### config.mk
export PLATFORM = sky130hd
export DESIGN_NAME = ddo_cordic
export DESIGN_NICKNAME = d
export VERILOG_FILES = /design/src/rtl/core/ddo_pkg.sv /design/src/rtl/core/ddo_cordic.sv
export SDC_FILE = /design/constraint.sdc
export NUM_CORES = 1
export LEC_CHECK = 0
export ABC_AREA = 1
export BUFFER_PORTS_ARGS = -buffer_cell sky130_fd_sc_hd__buf_2
export CORE_UTILIZATION = 30
export DETAILED_ROUTE_END_ITERATION = 8
export GPL_TIMING_DRIVEN = 0
export PLACE_DENSITY = 0.43
export SYNTH_ARGS = -nofsm -noshare
export SYNTH_HDL_FRONTEND = slang
export SYNTH_SLANG_ARGS = --single-unit
### constraint.sdc
create_clock -name clk -period 6.1 [get_ports clk]
set_input_delay 1.525 -clock clk [delete_from_list [all_inputs] [get_ports clk]]
set_output_delay 1.525 -clock clk [all_outputs]
set_load 0.02 [all_outputs]
### src/rtl/core/ddo_pkg.sv
package ddo_pkg;

  localparam int          FRAC_BITS    = 16;
  localparam int unsigned PI_FX        = 205887;
  localparam logic [33:0] PI_Q30       = 34'd3373259426;
  localparam logic [33:0] HALF_PI_Q30  = 34'd1686629713;
  localparam logic [33:0] INV_GAIN_Q30 = 34'd652032874;

  localparam logic [2:0] REG_LEFT_GAIN     = 3'd0;
  localparam logic [2:0] REG_RIGHT_GAIN    = 3'd1;
  localparam logic [2:0] REG_INV_WIDTH     = 3'd2;
  localparam logic [2:0] REG_START_X       = 3'd3;
  localparam logic [2:0] REG_START_Y       = 3'd4;
  localparam logic [2:0] REG_START_HEADING = 3'd5;

  typedef enum logic [3:0] {
    ST_IDLE,
    ST_DIST,
    ST_VW,
    ST_WMUL,
    ST_WSAT,
    ST_WRAP,
    ST_CORDIC,
    ST_STEP,
    ST_ROT,
    ST_POSE,
    ST_HEAD,
    ST_OUT
  } ddo_state_t;

  typedef struct packed {
    logic       start;
    logic       busy;
  } ddo_cordic_ctl_t;

  function automatic logic [31:0] atan_q30(input logic [4:0] i);
    logic [31:0] t;
    case (i)
      5'd0: t = 32'd843314857;  5'd1: t = 32'd497837829;
      5'd2: t = 32'd263043836;  5'd3: t = 32'd133525159;
      5'd4: t = 32'd67021686;   5'd5: t = 32'd33543515;
      5'd6: t = 32'd16775850;   5'd7: t = 32'd8388437;
      5'd8: t = 32'd4194282;    5'd9: t = 32'd2097149;
      5'd10: t = 32'd1048575;   5'd11: t = 32'd524287;
      5'd12: t = 32'd262143;    5'd13: t = 32'd131071;
      5'd14: t = 32'd65535;     5'd15: t = 32'd32767;
      5'd16: t = 32'd16383;     5'd17: t = 32'd8191;
      5'd18: t = 32'd4095;      5'd19: t = 32'd2047;
      5'd20: t = 32'd1023;      5'd21: t = 32'd511;
      5'd22: t = 32'd255;       5'd23: t = 32'd127;
      5'd24: t = 32'd63;        5'd25: t = 32'd31;
      5'd26: t = 32'd15;        5'd27: t = 32'd7;
      5'd28: t = 32'd3;         5'd29: t = 32'd1;
      default: t = 32'd0;
    endcase
    return t;
  endfunction

endpackage

### src/rtl/core/ddo_cordic.sv
// Rotation-mode CORDIC, one micro-rotation per cycle. Input angle in
// [-pi, pi) at Q4.30 with quadrant fold; cosine and sine out at Q4.30.
module ddo_cordic #(
  parameter int STEPS = 16
) (
  input  logic                   clk,
  input  logic                   rst_n,
  input  ddo_pkg::ddo_cordic_ctl_t ctl,
  input  logic signed [33:0]     angle,
  output logic                   done,
  output logic signed [33:0]     cos_q30,
  output logic signed [33:0]     sin_q30
);

  localparam int CW = $clog2(STEPS + 1);

  logic signed [33:0] x_r, y_r, z_r, x_nxt, y_nxt, z_nxt;
  logic               neg_r;
  logic [CW-1:0]      cnt_r;
  logic               run_r;
  logic [4:0]         idx;

  assign idx = 5'(cnt_r);

  always_comb begin
    if (z_r >= 0) begin
      x_nxt = x_r - (y_r >>> idx);
      y_nxt = y_r + (x_r >>> idx);
      z_nxt = z_r - $signed({2'b00, ddo_pkg::atan_q30(idx)});
    end else begin
      x_nxt = x_r + (y_r >>> idx);
      y_nxt = y_r - (x_r >>> idx);
      z_nxt = z_r + $signed({2'b00, ddo_pkg::atan_q30(idx)});
    end
  end

  always_ff @(posedge clk) begin
    if (!rst_n) begin
      run_r <= 1'b0;
      cnt_r <= '0;
    end else if (ctl.start) begin
      run_r <= 1'b1;
      cnt_r <= '0;
    end else if (run_r) begin
      cnt_r <= cnt_r + 1'b1;
      if (cnt_r == CW'(STEPS - 1)) run_r <= 1'b0;
    end
  end

  always_ff @(posedge clk) begin
    if (ctl.start) begin
      x_r <= $signed(ddo_pkg::INV_GAIN_Q30);
      y_r <= '0;
      if (angle > $signed(ddo_pkg::HALF_PI_Q30)) begin
        z_r <= angle - $signed(ddo_pkg::PI_Q30);
        neg_r <= 1'b1;
      end else if (angle < -$signed(ddo_pkg::HALF_PI_Q30)) begin
        z_r <= angle + $signed(ddo_pkg::PI_Q30);
        neg_r <= 1'b1;
      end else begin
        z_r <= angle;
        neg_r <= 1'b0;
      end
    end else if (run_r) begin
      x_r <= x_nxt;
      y_r <= y_nxt;
      z_r <= z_nxt;
    end
  end

  assign done    = ctl.busy && !run_r && !ctl.start;
  assign cos_q30 = neg_r ? -x_r : x_r;
  assign sin_q30 = neg_r ? -y_r : y_r;

endmodule

==> flow_summary.toml <==
[synthesis]
synth-edff-count = 35
yosysWarnings = 0
synthCells = 3412
synth_fp_nets = 3569
synth.distinct_cells = 66
postSynthAreaPerCell_um2 = 5.857
ys_ff_latch = 139
ys_async_sr_fraction = 0
ys_seq_area_frac = 0.1568
synth_ff_type = "dfxtp_1"
syn_area_um2 = 19980

[floorplan]
die_h_um = 260.1
coreArea_um2 = 65860
die-area_um2 = 67650
rows = 94
die_w_um = 260.1
start_util = 0.3034
io_pins = 107

[placed_design]
place_hpwl_um = 83700
port_buffers = 95
routabilityCongestion = 1.021

[final_layout]
area_delta_synth_final_pct = 11.01
final_util = 0.3368
fin_nets = 3684
layout-drive-gt1-share = 0.08333

[detailed_routing]
num_vias = 23600
drt_wl_total_um = 102200
remaining_drc_errors = 0
wl_per_cell_um = 23.20
vias_per_cell = 5.356
first_pass_iters = 7
drtAntennaViolNets = 0
dr.first_iter.drc_count = 2173

[grt]
use_met1 = 0.3877
globalRouteTotalUtil = 0.3015
met2_usage = 0.5035
grt_max_degree = 44
gr-usage-met3 = 0.04493
grt.overflow.total = 0
grt_antenna_before_repair = 4
grt_pass1_vias = 22390
grt_pass1_wl_um = 149200
grt.busiest_layer = "met2"

[sta]
fin_crit_ns = 5.772
max_freq_mhz = 173.3
final-max-slew-violation-count = 0
worstMarginPinSlew_ns = 1.470
slew_headroom = 0.01975
setup_viol = 0
fin_setup_tns_ns = 0
hold_violations = 0
fin_skew_ns = 0.01472
rsz0062_at_grt = "no"
post-route-period-util = 0.9462

[worst_setup_path]
reg2reg_depth = 22
worstPathArrival_ns = 6.18
path_class = "reg2reg"
cp.required_ns = 6.50
start_kind = "register"
cp_max_fo = 10
rrSetupSlack_ns = 0.33
end_kind = "register"
reg2reg_from = "z_r[33]$_DFFE_PP_"
r2r-end = "y_r[26]$_SDFFE_PP0P_"

[clock_network]
clock_latency_ns = 0.50
holdBufCountCts = 0
cts_tree = "yes"
post_cts_buffers = 0
clkTransAtPathRegs_ns = 0.08
cts.sinks = 139
root_buffer = "clkbuf_16"
h-tree-depth = 4
cts_max_path_buffers = 2
numCtsBuffers = 17

[run_status]
outcome = "completed"

[min_path]
min_from = "x_r[2]$_SDFFE_PP0P_"
min_path_type = "reg2reg"
whs_path_depth = 2
worstHoldEndpoint = "x_r[2]$_SDFFE_PP0P_"

[pwr]
powerDensity_nw_per_um2 = 436.8
leakage_nw = 10.77
vdd_drop_max_uv = 181.1

[flow_run]
cap_violations = 0
critical path, cell delays in order (launching register included):
cell and delay, ns:
edfxtp_1 0.32, clkbuf_1 0.58, clkbuf_1 0.65, clkbuf_1 0.78
o21ai_0 0.54, fa_1 0.56, nand2_1 0.10, nand2_1 0.06
a21oi_1 0.22, o21ai_0 0.17, nand2_1 0.09, nand2_1 0.09
nand3_1 0.08, nand2_1 0.09, nand2_1 0.08, nand2_1 0.14
a21boi_0 0.37, o21ai_0 0.26, nand2_1 0.16, a21o_1 0.12
nand3_1 0.06, nand2_1 0.10, inv_1 0.04
routing by layer:
metal | wire length (um) | part of all wire
met5 | 0 | 0
met4 | 4352 | 0.043
met3 | 5856 | 0.057
met2 | 47170 | 0.46
met1 | 44800 | 0.44
how the worst max path moves through the flow:
stage                                     start                   end  slack, ns
after floorplan           cnt_r[0]$_SDFFE_PP0P_  y_r[31]$_SDFFE_PP0P_       2.02
after global placement    cnt_r[0]$_SDFFE_PP0P_  y_r[31]$_SDFFE_PP0P_       0.11
after detailed placement  cnt_r[0]$_SDFFE_PP0P_  y_r[31]$_SDFFE_PP0P_       0.20
after CTS                 cnt_r[0]$_SDFFE_PP0P_  y_r[31]$_SDFFE_PP0P_       0.18
after global routing      cnt_r[0]$_SDFFE_PP0P_  y_r[26]$_SDFFE_PP0P_       0.04
final                         z_r[33]$_DFFE_PP_  y_r[26]$_SDFFE_PP0P_       0.33
cell type report:
type,count,area [um^2]
inverter,373,1403
buffer,143,685.7
clock buffer,18,450.4
timing repair buffer,96,490.5
fill,7591,43680
clock inverter,14,147.6
sequential,139,3133
tap,864,1081
antenna,1,2.502
multi-input combinational,2757,14790
through the flow:
stage          total power [mW]  setup WS, ns  instance area [um^2]  std cells  hold WS [ns]
6_report                  9.691        0.3281                 22180       4405        0.6022
5_1_grt                   10.61       0.03501                 22180       4404        0.6688
3_3_place_gp              8.533        0.1102                 21540       4371        0.5939
2_1_floorplan             6.437         2.021                 19980       3412        0.5240
4_1_cts                   9.668        0.1793                 22160       4404        0.6025
3_5_place_dp              8.494        0.2011                 21560       4372        0.5901
synthesized netlist by cell type (15+ instances only):
| cell type | number | share of area |
|---|---|---|
| o21ai_1 | 28 | 0.0070 |
| o22ai_1 | 18 | 0.0056 |
| or2_2 | 18 | 0.0056 |
| o21ai_0 | 220 | 0.055 |
| nand2_2 | 22 | 0.0069 |
| a21oi_1 | 211 | 0.053 |
| nand4_1 | 28 | 0.0088 |
| nor3_1 | 51 | 0.013 |
| nor2_1 | 342 | 0.064 |
| ha_1 | 116 | 0.073 |
| inv_1 | 356 | 0.067 |
| clkbuf_1 | 68 | 0.013 |
| buf_1 | 19 | 0.0036 |
| dfxtp_1 | 104 | 0.10 |
| nand2_1 | 816 | 0.15 |
| nand3_2 | 25 | 0.013 |
| a31oi_1 | 45 | 0.014 |
| xnor2_1 | 50 | 0.022 |
| nor4_1 | 15 | 0.0047 |
| buf_2 | 43 | 0.011 |
| xor2_1 | 152 | 0.067 |
| nand3_1 | 453 | 0.11 |
| edfxtp_1 | 35 | 0.053 |
cells in the final DEF, fill, tap and decap left out, types with 5 or more instances in the layout:
cell	count
nor2_2	6
nand3_2	26
inv_2	13
o21ai_1	28
xnor2_1	50
inv_1	356
o211ai_1	10
or2_2	18
o221ai_1	5
dfxtp_1	104
o31ai_1	9
edfxtp_1	35
buf_1	18
and2_1	12
clkbuf_16	18
o21bai_1	9
a211oi_1	7
buf_4	7
clkbuf_1	66
nor2_1	342
nand2_2	22
nand4_1	28
a32oi_1	5
o21a_1	10
xor2_1	152
nand2_1	816
nor3_1	51
a21o_1	11
o22ai_1	18
a21boi_0	11
buf_2	136
nand3_1	452
a31oi_1	45
a21oi_1	211
ha_1	116
o21ai_0	220
nor4_1	14
kinds of logic (layout without fill, tap and decap cells):
| logic type | after synthesis | after routing | synth area share |
|---|---|---|---|
| fa+ha+maj | 119 | 119 | 0.07564 |
| other cells | 0 | 1 | 0 |
| xor+xnor | 203 | 203 | 0.08935 |
| simple gates | 1812 | 1812 | 0.3995 |
| compound gates | 623 | 623 | 0.1748 |
| buf+inv | 516 | 644 | 0.1039 |
| flops | 139 | 139 | 0.1568 |
report_power, final:
part           total, mW  internal (mW)  leakage (nW)  switching (mW)
clock               1.13          0.568         0.293           0.564
sequential          1.56           1.20          1.21           0.358
combinational       7.00           2.35          9.27            4.65
what timing repair did:
item	4_1_cts	5_1_grt
endpoints found under the hold margin	0	0
resized for setup	0	10
setup endpoints to repair	0	10
Note: power is estimated with default switching activity, not from simulation.
